--- src/rtl/odwm_pkg.sv ---
// Shared types, constants and arithmetic helpers of the omni drive wheel mixer.
package odwm_pkg;

  localparam int unsigned QUEUE_DEPTH = 4;

  localparam logic [6:0] LIMIT_RESET = 7'd80;
  localparam logic signed [11:0] LEVEL_MAX = 12'sd100;

  // Q2.14 wheel geometry and Q3.14 spin gain.
  localparam logic signed [25:0] SIN_15_Q14 = 26'sd4240;
  localparam logic signed [25:0] COS_15_Q14 = 26'sd15826;
  localparam logic signed [25:0] SPIN_GAIN_Q14 = 26'sd57648;

  localparam logic [14:0] QUARTER_SINE [91] = '{
    15'd0, 15'd286, 15'd572, 15'd857, 15'd1143, 15'd1428, 15'd1713, 15'd1997,
    15'd2280, 15'd2563, 15'd2845, 15'd3126, 15'd3406, 15'd3686, 15'd3964,
    15'd4240, 15'd4516, 15'd4790, 15'd5063, 15'd5334, 15'd5604, 15'd5872,
    15'd6138, 15'd6402, 15'd6664, 15'd6924, 15'd7182, 15'd7438, 15'd7692,
    15'd7943, 15'd8192, 15'd8438, 15'd8682, 15'd8923, 15'd9162, 15'd9397,
    15'd9630, 15'd9860, 15'd10087, 15'd10311, 15'd10531, 15'd10749, 15'd10963,
    15'd11174, 15'd11381, 15'd11585, 15'd11786, 15'd11982, 15'd12176,
    15'd12365, 15'd12551, 15'd12733, 15'd12911, 15'd13085, 15'd13255,
    15'd13421, 15'd13583, 15'd13741, 15'd13894, 15'd14044, 15'd14189,
    15'd14330, 15'd14466, 15'd14598, 15'd14726, 15'd14849, 15'd14968,
    15'd15082, 15'd15191, 15'd15296, 15'd15396, 15'd15491, 15'd15582,
    15'd15668, 15'd15749, 15'd15826, 15'd15897, 15'd15964, 15'd16026,
    15'd16083, 15'd16135, 15'd16182, 15'd16225, 15'd16262, 15'd16294,
    15'd16322, 15'd16344, 15'd16362, 15'd16374, 15'd16382, 15'd16384
  };

  // A classified command as it waits between the front and the back.
  typedef struct packed {
    logic signed [7:0]  power;
    logic signed [15:0] sin_q;
    logic signed [15:0] cos_q;
    logic signed [7:0]  spin;
    logic signed [7:0]  kick;
  } odwm_item_t;

  typedef struct packed {
    logic       reverse;
    logic [6:0] level;
  } odwm_chan_t;

  // Sine of d whole degrees, d in 0..359, as signed Q2.14.
  function automatic logic signed [15:0] sine_q14(input logic [8:0] d);
    logic [8:0]         idx;
    logic               neg;
    logic signed [15:0] mag;
    if (d <= 9'd90) begin
      idx = d;
      neg = 1'b0;
    end else if (d <= 9'd180) begin
      idx = 9'd180 - d;
      neg = 1'b0;
    end else if (d <= 9'd270) begin
      idx = d - 9'd180;
      neg = 1'b1;
    end else begin
      idx = 9'd360 - d;
      neg = 1'b1;
    end
    mag = 16'(QUARTER_SINE[idx[6:0]]);
    return neg ? -mag : mag;
  endfunction

  // Divide by 2**14, truncating toward zero.
  function automatic logic signed [11:0] trunc_q14(input logic signed [25:0] v);
    logic signed [25:0] b;
    b = v + (v[25] ? 26'sd16383 : 26'sd0);
    return 12'(b >>> 14);
  endfunction

  // Channel value to direction and magnitude; out of range gives forward, zero.
  function automatic odwm_chan_t encode(input logic signed [11:0] v);
    odwm_chan_t c;
    c = '0;
    if (v < 12'sd0 && v >= -LEVEL_MAX) begin
      c.reverse = 1'b1;
      c.level   = 7'(-v);
    end else if (v >= 12'sd0 && v <= LEVEL_MAX) begin
      c.level = 7'(v);
    end
    return c;
  endfunction

endpackage

--- src/rtl/odwm_cmd_if.sv ---
// Drive command channel: valid/ready handshake with the command fields.
interface odwm_cmd_if;
  logic              valid;
  logic              ready;
  logic signed [7:0] power;
  logic [8:0]        heading;
  logic signed [7:0] spin;
  logic signed [7:0] kick;

  modport source (output valid, output power, output heading, output spin,
                  output kick, input ready);
  modport sink (input valid, input power, input heading, input spin,
                input kick, output ready);
endinterface

--- src/rtl/odwm_drv_if.sv ---
// Motor driver channel: valid/ready handshake with four direction/level pairs.
interface odwm_drv_if;
  logic       valid;
  logic       ready;
  logic       ch1_reverse;
  logic [6:0] ch1_level;
  logic       ch2_reverse;
  logic [6:0] ch2_level;
  logic       ch3_reverse;
  logic [6:0] ch3_level;
  logic       ch4_reverse;
  logic [6:0] ch4_level;

  modport source (output valid, output ch1_reverse, output ch1_level,
                  output ch2_reverse, output ch2_level, output ch3_reverse,
                  output ch3_level, output ch4_reverse, output ch4_level,
                  input ready);
  modport sink (input valid, input ch1_reverse, input ch1_level,
                input ch2_reverse, input ch2_level, input ch3_reverse,
                input ch3_level, input ch4_reverse, input ch4_level,
                output ready);
endinterface

--- src/rtl/odwm_front.sv ---
// Front end: accepts commands, clamps power and looks up the heading trig.
module odwm_front (
  input  logic                 clk,
  input  logic                 rst_n,
  input  logic [6:0]           power_limit,
  odwm_cmd_if.sink             in_word,
  output logic                 item_valid,
  output odwm_pkg::odwm_item_t item,
  input  logic                 item_ready
);

  logic                 valid_r, valid_nxt;
  odwm_pkg::odwm_item_t item_r, item_nxt;
  logic signed [7:0]    lim;
  logic [8:0]           head;
  logic [9:0]           head_c;
  logic [8:0]           head_cos;
  logic                 take;

  assign in_word.ready = !valid_r || item_ready;
  assign take          = in_word.valid && in_word.ready;

  always_comb begin
    lim      = $signed({1'b0, power_limit});
    head     = (in_word.heading >= 9'd360) ? in_word.heading - 9'd360 : in_word.heading;
    head_c   = 10'(head) + 10'd90;
    head_cos = (head_c >= 10'd360) ? 9'(head_c - 10'd360) : head_c[8:0];

    item_nxt.power = in_word.power;
    if (in_word.power > lim) begin
      item_nxt.power = lim;
    end else if (in_word.power < -lim) begin
      item_nxt.power = -lim;
    end
    item_nxt.sin_q = odwm_pkg::sine_q14(head);
    item_nxt.cos_q = odwm_pkg::sine_q14(head_cos);
    item_nxt.spin  = in_word.spin;
    item_nxt.kick  = in_word.kick;

    valid_nxt = take || (valid_r && !item_ready);
  end

  always_ff @(posedge clk) begin
    if (!rst_n) begin
      valid_r <= 1'b0;
    end else begin
      valid_r <= valid_nxt;
    end
  end

  always_ff @(posedge clk) begin
    if (take) begin
      item_r <= item_nxt;
    end
  end

  assign item_valid = valid_r;
  assign item       = item_r;

endmodule

--- src/rtl/odwm_queue.sv ---
// Short first-in first-out queue between the front and the back.
module odwm_queue #(
  parameter int unsigned DEPTH = odwm_pkg::QUEUE_DEPTH
) (
  input  logic                 clk,
  input  logic                 rst_n,
  input  logic                 wr_valid,
  input  odwm_pkg::odwm_item_t wr_item,
  output logic                 wr_ready,
  output logic                 rd_valid,
  output odwm_pkg::odwm_item_t rd_item,
  input  logic                 rd_ready
);

  localparam int unsigned PW = (DEPTH > 1) ? $clog2(DEPTH) : 1;
  localparam int unsigned CW = $clog2(DEPTH + 1);

  odwm_pkg::odwm_item_t mem [DEPTH];
  logic [PW-1:0] wr_ptr_r, wr_ptr_nxt;
  logic [PW-1:0] rd_ptr_r, rd_ptr_nxt;
  logic [CW-1:0] count_r, count_nxt;
  logic          push, pop;

  assign wr_ready = (count_r != CW'(DEPTH));
  assign rd_valid = (count_r != '0);
  assign rd_item  = mem[rd_ptr_r];
  assign push     = wr_valid && wr_ready;
  assign pop      = rd_valid && rd_ready;

  always_comb begin
    wr_ptr_nxt = wr_ptr_r;
    rd_ptr_nxt = rd_ptr_r;
    if (push) begin
      wr_ptr_nxt = (wr_ptr_r == PW'(DEPTH - 1)) ? '0 : wr_ptr_r + PW'(1);
    end
    if (pop) begin
      rd_ptr_nxt = (rd_ptr_r == PW'(DEPTH - 1)) ? '0 : rd_ptr_r + PW'(1);
    end
    count_nxt = count_r + CW'(push) - CW'(pop);
  end

  always_ff @(posedge clk) begin
    if (!rst_n) begin
      wr_ptr_r <= '0;
      rd_ptr_r <= '0;
      count_r  <= '0;
    end else begin
      wr_ptr_r <= wr_ptr_nxt;
      rd_ptr_r <= rd_ptr_nxt;
      count_r  <= count_nxt;
    end
  end

  always_ff @(posedge clk) begin
    if (push) begin
      mem[wr_ptr_r] <= wr_item;
    end
  end

endmodule

--- src/rtl/odwm_back.sv ---
// Back end: resolves power into vx/vy, mixes wheel speeds and encodes channels.
module odwm_back (
  input  logic                 clk,
  input  logic                 rst_n,
  input  logic                 item_valid,
  input  odwm_pkg::odwm_item_t item,
  output logic                 item_ready,
  odwm_drv_if.source           out_word
);

  // The whole pipeline moves together unless the output register is held.
  logic en;

  // Stage one: power times sine and cosine.
  logic               v1_r, v1_nxt;
  logic signed [23:0] px_r, py_r;
  logic signed [7:0]  spin1_r, kick1_r;

  // Stage two: truncated vx, vy and the mixing products.
  logic               v2_r, v2_nxt;
  logic signed [11:0] vx, vy;
  logic signed [11:0] vx2_r;
  logic signed [25:0] a2_r, b2_r, g2_r;
  logic signed [7:0]  kick2_r;

  // Stage three: output register.
  logic               ov_r, ov_nxt;
  logic signed [25:0] sum_r, sum_b, sum_l;
  logic signed [11:0] m_r, m_b, m_l;
  odwm_pkg::odwm_chan_t c1_r, c2_r, c3_r, c4_r;
  odwm_pkg::odwm_chan_t c1_nxt, c2_nxt, c3_nxt, c4_nxt;

  assign en         = !ov_r || out_word.ready;
  assign item_ready = en;

  always_comb begin
    v1_nxt = en ? item_valid : v1_r;
    v2_nxt = en ? v1_r : v2_r;
    ov_nxt = en ? v2_r : ov_r;

    vx = odwm_pkg::trunc_q14(26'(px_r));
    vy = odwm_pkg::trunc_q14(26'(py_r));

    sum_r = a2_r - b2_r - g2_r;
    sum_b = (26'(vx2_r) <<< 14) + g2_r;
    sum_l = -a2_r - b2_r + g2_r;
    m_r   = odwm_pkg::trunc_q14(sum_r);
    m_b   = odwm_pkg::trunc_q14(sum_b);
    m_l   = odwm_pkg::trunc_q14(sum_l);

    c1_nxt = odwm_pkg::encode(-m_r);
    c2_nxt = odwm_pkg::encode(-m_b);
    c3_nxt = odwm_pkg::encode(m_l);
    c4_nxt = odwm_pkg::encode(12'(kick2_r));
  end

  always_ff @(posedge clk) begin
    if (!rst_n) begin
      v1_r <= 1'b0;
      v2_r <= 1'b0;
      ov_r <= 1'b0;
    end else begin
      v1_r <= v1_nxt;
      v2_r <= v2_nxt;
      ov_r <= ov_nxt;
    end
  end

  always_ff @(posedge clk) begin
    if (en) begin
      px_r    <= 24'(item.power) * 24'(item.cos_q);
      py_r    <= 24'(item.power) * 24'(item.sin_q);
      spin1_r <= item.spin;
      kick1_r <= item.kick;

      vx2_r   <= vx;
      a2_r    <= 26'(vx) * odwm_pkg::SIN_15_Q14;
      b2_r    <= 26'(vy) * odwm_pkg::COS_15_Q14;
      g2_r    <= 26'(spin1_r) * odwm_pkg::SPIN_GAIN_Q14;
      kick2_r <= kick1_r;

      c1_r <= c1_nxt;
      c2_r <= c2_nxt;
      c3_r <= c3_nxt;
      c4_r <= c4_nxt;
    end
  end

  assign out_word.valid       = ov_r;
  assign out_word.ch1_reverse = c1_r.reverse;
  assign out_word.ch1_level   = c1_r.level;
  assign out_word.ch2_reverse = c2_r.reverse;
  assign out_word.ch2_level   = c2_r.level;
  assign out_word.ch3_reverse = c3_r.reverse;
  assign out_word.ch3_level   = c3_r.level;
  assign out_word.ch4_reverse = c4_r.reverse;
  assign out_word.ch4_level   = c4_r.level;

endmodule

--- src/rtl/omni_drive_wheel_mixer_unit.sv ---
// Top level of the omni drive wheel mixer: front end, queue and back end.
//
// A drive command word (power, heading, spin, kick) enters on in_word and is
// taken at a rising edge where valid and ready are both high. Each command
// gives exactly one result word on out_word: direction and level for four
// motor-driver channels. Channels one and two carry the negated right and back
// wheel speeds, channel three the left wheel speed, channel four the kick.
// The power clamp limit is written through cfg_we/cfg_wdata while idle.
//
// Throughput is one word per cycle while the receiver holds out_word.ready high.
// A command passes through the front register, the queue, and two multiply
// stages in the back before the output register.
//
// Reset (rst_n low, synchronous) empties the pipeline and the queue and sets
// the power limit to 80. When the receiver holds out_word.ready low the output
// register keeps its word, the back pipeline freezes, and the queue fills;
// the front keeps taking commands until the queue and front register are full.
module omni_drive_wheel_mixer_unit #(
  parameter int unsigned QUEUE_DEPTH = odwm_pkg::QUEUE_DEPTH
) (
  input  logic       clk,
  input  logic       rst_n,
  input  logic       cfg_we,
  input  logic [6:0] cfg_wdata,
  odwm_cmd_if.sink   in_word,
  odwm_drv_if.source out_word
);

  logic [6:0] power_limit_r, power_limit_nxt;

  // Front to queue.
  logic                 fq_valid, fq_ready;
  odwm_pkg::odwm_item_t fq_item;

  // Queue to back.
  logic                 qb_valid, qb_ready;
  odwm_pkg::odwm_item_t qb_item;

  assign power_limit_nxt = cfg_we ? cfg_wdata : power_limit_r;

  always_ff @(posedge clk) begin
    if (!rst_n) begin
      power_limit_r <= odwm_pkg::LIMIT_RESET;
    end else begin
      power_limit_r <= power_limit_nxt;
    end
  end

  odwm_front u_front (
    .clk         (clk),
    .rst_n       (rst_n),
    .power_limit (power_limit_r),
    .in_word     (in_word),
    .item_valid  (fq_valid),
    .item        (fq_item),
    .item_ready  (fq_ready)
  );

  odwm_queue #(
    .DEPTH (QUEUE_DEPTH)
  ) u_queue (
    .clk      (clk),
    .rst_n    (rst_n),
    .wr_valid (fq_valid),
    .wr_item  (fq_item),
    .wr_ready (fq_ready),
    .rd_valid (qb_valid),
    .rd_item  (qb_item),
    .rd_ready (qb_ready)
  );

  odwm_back u_back (
    .clk        (clk),
    .rst_n      (rst_n),
    .item_valid (qb_valid),
    .item       (qb_item),
    .item_ready (qb_ready),
    .out_word   (out_word)
  );

endmodule

--- src/flat_wrapper.sv ---
// flat-port wrapper written by rule: the top's interface ports become plain ports
module omni_drive_wheel_mixer_unit_flat 
#(
  parameter int unsigned QUEUE_DEPTH = odwm_pkg::QUEUE_DEPTH
)
  (clk, rst_n, cfg_we, cfg_wdata, in_word_valid, in_word_power, in_word_heading, in_word_spin, in_word_kick, in_word_ready, out_word_valid, out_word_ch1_reverse, out_word_ch1_level, out_word_ch2_reverse, out_word_ch2_level, out_word_ch3_reverse, out_word_ch3_level, out_word_ch4_reverse, out_word_ch4_level, out_word_ready);
  odwm_cmd_if in_word_i ();
  odwm_drv_if out_word_i ();
  input  logic clk;
  input  logic rst_n;
  input  logic cfg_we;
  input  logic [6:0] cfg_wdata;
  input wire logic [$bits(in_word_i.valid)-1:0] in_word_valid;
  input wire logic [$bits(in_word_i.power)-1:0] in_word_power;
  input wire logic [$bits(in_word_i.heading)-1:0] in_word_heading;
  input wire logic [$bits(in_word_i.spin)-1:0] in_word_spin;
  input wire logic [$bits(in_word_i.kick)-1:0] in_word_kick;
  output wire logic [$bits(in_word_i.ready)-1:0] in_word_ready;
  output wire logic [$bits(out_word_i.valid)-1:0] out_word_valid;
  output wire logic [$bits(out_word_i.ch1_reverse)-1:0] out_word_ch1_reverse;
  output wire logic [$bits(out_word_i.ch1_level)-1:0] out_word_ch1_level;
  output wire logic [$bits(out_word_i.ch2_reverse)-1:0] out_word_ch2_reverse;
  output wire logic [$bits(out_word_i.ch2_level)-1:0] out_word_ch2_level;
  output wire logic [$bits(out_word_i.ch3_reverse)-1:0] out_word_ch3_reverse;
  output wire logic [$bits(out_word_i.ch3_level)-1:0] out_word_ch3_level;
  output wire logic [$bits(out_word_i.ch4_reverse)-1:0] out_word_ch4_reverse;
  output wire logic [$bits(out_word_i.ch4_level)-1:0] out_word_ch4_level;
  input wire logic [$bits(out_word_i.ready)-1:0] out_word_ready;
  assign in_word_i.valid = in_word_valid;
  assign in_word_i.power = in_word_power;
  assign in_word_i.heading = in_word_heading;
  assign in_word_i.spin = in_word_spin;
  assign in_word_i.kick = in_word_kick;
  assign in_word_ready = in_word_i.ready;
  assign out_word_valid = out_word_i.valid;
  assign out_word_ch1_reverse = out_word_i.ch1_reverse;
  assign out_word_ch1_level = out_word_i.ch1_level;
  assign out_word_ch2_reverse = out_word_i.ch2_reverse;
  assign out_word_ch2_level = out_word_i.ch2_level;
  assign out_word_ch3_reverse = out_word_i.ch3_reverse;
  assign out_word_ch3_level = out_word_i.ch3_level;
  assign out_word_ch4_reverse = out_word_i.ch4_reverse;
  assign out_word_ch4_level = out_word_i.ch4_level;
  assign out_word_i.ready = out_word_ready;
  omni_drive_wheel_mixer_unit #(.QUEUE_DEPTH(QUEUE_DEPTH)) u_core (.clk(clk), .rst_n(rst_n), .cfg_we(cfg_we), .cfg_wdata(cfg_wdata), .in_word(in_word_i), .out_word(out_word_i));
endmodule
--- config.mk ---
export PLATFORM = sky130hd
export DESIGN_NAME = omni_drive_wheel_mixer_unit_flat
export DESIGN_NICKNAME = d
export VERILOG_FILES = /design/src/rtl/odwm_pkg.sv /design/src/rtl/odwm_cmd_if.sv /design/src/rtl/odwm_drv_if.sv /design/src/rtl/odwm_front.sv /design/src/rtl/odwm_queue.sv /design/src/rtl/odwm_back.sv /design/src/rtl/omni_drive_wheel_mixer_unit.sv /design/src/flat_wrapper.sv
export SDC_FILE = /design/constraint.sdc
export NUM_CORES = 2
export LEC_CHECK = 0
export ABC_AREA = 1
export BUFFER_PORTS_ARGS = -buffer_cell sky130_fd_sc_hd__buf_2
export CORE_ASPECT_RATIO = 1.4
export CORE_MARGIN = 2
export CORE_UTILIZATION = 40
export CTS_BUF_LIST = sky130_fd_sc_hd__clkbuf_8 sky130_fd_sc_hd__clkbuf_16
export DETAILED_ROUTE_END_ITERATION = 12
export PLACE_DENSITY = 0.58
export SETUP_SLACK_MARGIN = 0.3
export SKIP_LAST_GASP = 1
export SLEW_MARGIN = 10
export SYNTH_ARGS = -nofsm -noshare
export SYNTH_HDL_FRONTEND = slang
export SYNTH_SLANG_ARGS = --single-unit
--- constraint.sdc ---
create_clock -name clk -period 13.6 [get_ports clk]
set_clock_uncertainty 0.05 [all_clocks]
set_input_delay 1.36 -clock clk [delete_from_list [all_inputs] [get_ports clk]]
set_output_delay 1.36 -clock clk [all_outputs]
set_load 0.1 [all_outputs]
== Yosys cells after proc, flatten, opt, wreduce, memory -nomap -nowiden ==
Memories as Yosys holds them, arrays and structs flattened. A register that Yosys moved wholly into a read port is not among the register bits.
Cells that the tools add are included.
Storage, ports and cells
  flip-flop bits (word level): 258
  latch bits: 0
  memory bits (writable): 224
  memory bits (read-only): 3840
  memories: 3
Cells by class
  add/sub/neg operators: 33
  multipliers: 5
  divide/modulo/power cells: 0
  $lt $le $gt $ge: 28
  equal/unequal tests: 3
  shift operators: 0
  multiplexer cells: 43
  bitwise operators: 2
  reduce and logical (&&, ||, !) cells: 19
Memory list
  (no name shown): words 128, width 15, read ports 1, clocked after memory_dff 0, wr ports 0, line odwm_pkg.sv:63  | mag = 16'(QUARTER_SINE[idx[6:0]]);
  (no name shown): words 128, width 15, read ports 1, clocked after memory_dff 0, wr ports 0, line odwm_pkg.sv:63
  u_core.u_queue.mem: words 4, width 56, read ports 1, clocked after memory_dff 1, wr ports 1, line odwm_queue.sv:18  | odwm_pkg::odwm_item_t mem [DEPTH];
Operators with widths (number)
  7-bit two-way mux: 15
  15-bit two-way mux: 6
  26-bit by 15-bit adder with 26-bit output: 3
  26-bit subtractor: 3
  14-bit two-way mux: 5
  24-bit by 15-bit adder with 25-bit output: 2
  8-bit by 16-bit multiplier with 24-bit output: 2
  12-bit by 1-bit >= comparator with 1-bit output, second input constant: 3
  12-bit by 8-bit >= comparator with 1-bit output, second input constant: 3
  12-bit by 8-bit less-or-equal comparator with 1-bit output, second input constant: 3
  12-bit by 1-bit < comparator with 1-bit output, second input constant: 3
  15-bit negation with 16-bit output: 2
  7-bit negation: 4
  25-bit by 26-bit adder with 26-bit output: 1
  26-bit adder: 1
  26-bit negation: 1
  11-bit by 14-bit multiplier with 25-bit output, second input constant: 1
  8-bit >= comparator, second input constant: 3
  12-bit negation: 2
  11-bit by 10-bit multiplier with 21-bit output, second input constant: 1
  8-bit by 13-bit multiplier with 21-bit output, second input constant: 1
  9-bit by 7-bit less-or-equal comparator with 1-bit output, second input constant: 2
  9-bit by 8-bit less-or-equal comparator with 1-bit output, second input constant: 2
  9-bit less-or-equal comparator, second input constant: 2
  27 further kinds: 62

== Longest topological paths before layout ==
  word-level depth: 15
  mapped depth: 54

== Hierarchy ==
From an unflattened synthesis, not the netlist that was laid out.
Second synthesis, totals
  cell total of the unflattened synthesis: 5537
  area, all modules: 46488.3 µm²
Modules (own cells, without submodules)
  odwm_back: times used 1, cells each 3586, area each 28950.3 µm², sequential area each 5435.2 µm²
  odwm_queue: times used 1, cells each 609, area each 9196.3 µm², sequential area each 6906.6 µm²
  odwm_front: times used 1, cells each 1302, area each 8067.7 µm², sequential area each 1701.6 µm²
  omni_drive_wheel_mixer_unit: times used 1, cells each 40, area each 274.0 µm², sequential area each 140.1 µm²

== Worst setup path before layout ==
No wires, ideal clock.
  kind: reg-to-reg
  start: register u_core.u_back.py_r[23]
  end: register u_core.u_back.b2_r[24], data pin
  library setup time: 260 ps
  arrival: 7817 ps
  required time: 13290 ps
  setup slack: 5473 ps
  stages on the path, launching flop included: 52
  clock period less this slack: 8127 ps
  cell sequence: edfxtp_1 -> ha_1 -> a31o_2 -> nand3_1 -> nand2_1 -> a21oi_1 -> nor2_1 -> o211ai_1 -> nand2_1 -> nand3_1 -> a21oi_1 -> a2111oi_0 -> nor2_1 -> inv_1 -> nor2_1 -> inv_1 -> nor2_1 -> inv_1 -> [... 16 more ...] -> fa_1 -> ha_1 -> a21oi_1 -> nand2_1 -> a21oi_1 -> nor2_1 -> nor2_1 -> o21ai_0 -> a21oi_1 -> o21bai_1 -> a21oi_1 -> inv_1 -> a21oi_1 -> inv_1 -> a21oi_1 -> nor2_1 -> nor2_1 -> xor2_1
On the way
  cells in the longest elaborated chain, start to end: 3
Ends and longest elaborated chain
  start, declared: line odwm_back.sv:16  | logic signed [23:0] px_r, py_r;
  start signal, assigned: line odwm_back.sv:72  | py_r <= 24'(item.power) * 24'(item.sin_q);
  14-bit two-way mux: line odwm_pkg.sv:70  | b = v + (v[25] ? 26'sd16383 : 26'sd0);
  24-bit by 15-bit adder with 25-bit output *: line odwm_pkg.sv:70
  11-bit by 14-bit multiplier with 25-bit output *: line odwm_back.sv:78  | b2_r <= 26'(vy) * odwm_pkg::COS_15_Q14;
  end signal, assigned: line odwm_back.sv:78
  end, declared: line odwm_back.sv:23  | logic signed [25:0] a2_r, b2_r, g2_r;
Mark *: on every way between the ends. The rest lies on a longest branch, timed or not.
A chain may end at the register's enable or synchronous reset.

== Worst setup path after layout ==
Ends and elaborated chain as after synthesis.

==> results by group <==
Critical path
  • Crit-path max cell delay: 710 ps
  • Startpoint types: flip-flop
  • CP max FO: 16
  • CP Depth: 51
  • WP data arrival: 9480 ps
  • CP delay by family, top: adder cells
  • Reg2reg start: u_core.u_back.py_r[23]
  • Worst Path Class, Setup: reg -> reg
  • Required @ worst endpoint: 13,910 ps
  • Reg2Reg Depth: 51
  • Crit end category: flip-flop
  • Critical Path Start: u_core.u_back.py_r[23]
  • Bufs and invs on worst path: 10
  • CP most frequent cell: nor2_1
  • Slowest-stage cell, CP: edfxtp_1

Floorplan
  • Die area: 0.1112 mm^2
  • Initial core utilization: 40.16%
  • Die Y: 393.7 um
  • Row cnt: 143
  • Top Ports: 79
  • Core Region: 0.1081 mm^2
  • Die Wd: 282.4 um

Clock network
  • Longest Clk Path Bufs: 3
  • Hold_buf cts: 0
  • Clock slew at reported path FFs: 70 ps
  • CTS sink count: 479
  • Clk root buf: clkbuf_16
  • H-tree levels: 2
  • Post-CTS Setup Bufs: 0
  • CTS Buf Count: 50
  • Post-CTS Resized: 0
  • Worst skew pair latency: 630 ps
  • CTS tree: done

Drt
  • Final WL: 103.4 mm
  • Drt initial violations: 1,605
  • DRC viols: 0
  • Pre-antenna DRT Iters: 7
  • Met3 routed WL: 2.490 mm
  • Vias/cell: 5.011
  • Metal-1 WL: 39.44 mm
  • Post-route ant nets: 0
  • Top routing layer in use: met4
  • Met2 wire length: 57.18 mm
  • Vias: 32,291
  • Wire per inst: 16.05 um

Final layout
  • Ratio of cells with drive above 1 in the final layout: 6.328%
  • Nets: 5,760
  • Synth-to-layout area growth: 8.514%
  • Final instance area: 0.04709 mm^2
  • Fin util: 43.58%
  • # diodes: 0

Flow run
  • Total of max-cap violations: 0

Yosys
  • Synth area leaders: edfxtp_1 (32%), fa_1 (15%), ha_1 (13%)
  • Post-synth top flop: edfxtp_1
  • Synth warn: 0
  • Post-synth top area share: 31.76%
  • Post-synthesis sequential area ratio: 32.68%
  • Syn Inst Count: 4,899
  • Post-synth top area cell: edfxtp_1
  • Synthesized flop and latch total: 479
  • Syn nets: 5,704
  • Syn avg cell area: 8.858 um^2
  • EDFF count, synth: 459
  • Synth top cells by count: nand2_1 (913), inv_1 (834), nor2_1 (465)
  • Synth Cell Area: 0.04340 mm^2
  • Synth cell types: 62
  • Count leader, synth: nand2_1
  • Share of synthesized registers carrying an async set or reset: 0%

STA
  • Fin Setup TNS: 0 ps
  • Period utilisation layout: 67.44%
  • Slew headroom: 29.28%
  • Fin. Hold Viols: 0
  • Setup Viol. Count Final: 0
  • Post-route setup slack: 4428 ps
  • Worst Tran Pin Value: 1054 ps
  • Max Freq: 0.1090 GHz
  • Slew Viols, Final: 0
  • RSZ-0062 raised after global routing: no
  • Tmin final: 9172 ps

Placed design
  • # port buffers: 78
  • Post-DP HPWL: 81.33 mm
  • GP Congestion: 0.9398
  • Pre-CTS WS: 4221 ps
  • Post-DP Area: 0.04540 mm^2

Hold path
  • Min-delay src: u_core.u_back.kick1_r[2]
  • Worst min path class: reg -> reg
  • WHS Path Cells: 0

Global routing
  • Largest net degree at the start of global routing: 76
  • First-pass GRT wire length: 169.2 mm
  • Gr ovfl total: 0
  • Tot GR Track Use: 18.91%
  • Initial antenna violation count: 1
  • Vias in the first global route: 33,498

Run status
  • Outcome: complete, no violations
==> layout make-up <==
type / count / area (um^2)
fill: 10718 / 60980
multi-input combinational: 3456 / 25550
sequential: 479 / 14190
inverter: 862 / 3249
tap: 1450 / 1814
clock buffer: 50 / 1251
timing repair buffer: 106 / 600.6
clock inverter: 41 / 437.9
==> state kept, by name (all words and copies together), names as in the netlist, 8 cells and up, named ones only <==
register,cells
u_core.u_front.item,56
u_core.u_back.kick2_r,8
u_core.u_back.px_r,24
u_core.u_back.b2_r,25
u_core.u_back.py_r,24
u_core.u_back.vx2_r,11
u_core.u_back.spin1_r,8
u_core.u_back.a2_r,18
u_core.u_back.g2_r,21
u_core.u_back.kick1_r,8
u_core.u_queue.mem,224
==> worst paths after layout <==
| check | endpoint | slack (ps) |
|---|---|---|
| worst min-delay path | u_core.u_back.kick2_r[2] | 370 |
| worst min register to register | u_core.u_back.kick2_r[2] | 370 |
| worst max register to register | u_core.u_back.b2_r[24] | 4430 |
| worst max-delay path | u_core.u_back.b2_r[24] | 4430 |
==> placed cells by master (no fill, tap or decap), drive strengths merged, types with 26 or more instances in the layout <==
| master | count |
|---|---|
| nand2 | 961 |
| inv | 866 |
| nor2 | 473 |
| edfxtp | 459 |
| ha | 434 |
| fa | 326 |
| a21oi | 281 |
| nand3 | 259 |
| o21ai | 207 |
| xor2 | 152 |
| buf | 106 |
| xnor2 | 69 |
| clkbuf | 50 |
| nand4 | 39 |
| a32oi | 39 |
| o211ai | 34 |
| o21bai | 28 |
| nor3 | 26 |
| o22ai | 26 |
| clkinv | 26 |
==> logic make-up (layout without fill, tap and decap cells) <==
| family | Yosys count | after routing | synth area share, % |
|---|---|---|---|
| fa+ha+maj | 760 | 760 | 27.55 |
| buf+inv | 964 | 1059 | 8.560 |
| xor+xnor | 221 | 221 | 4.478 |
| flops | 479 | 479 | 32.68 |
| simple gates | 1784 | 1784 | 17.34 |
| compound gates | 691 | 691 | 9.385 |
==> per-stage QoR <==
| stage | std cells | hold WS [ps] |
|---|---|---|
| detailed placement | 6353 | 354.5 |
| global route | 6444 | 384.9 |
| CTS | 6444 | 367.2 |
| finish | 6444 | 365.8 |
| floorplan | 4899 | 350.3 |
| global placement | 6353 | 353.1 |
==> per-layer routing <==
| layer | global-route usage, % | vias up |
|---|---|---|
| met5 | 0 | - |
| met4 | 7.445 | 0 |
| met3 | 1.559 | 209 |
| met2 | 37.61 | 521 |
| met1 | 20.03 | 15458 |
| li1 | - | 16103 |
Power is not shown: default switching activity piles up to over one toggle a cycle in this logic, so the estimate is an artifact.
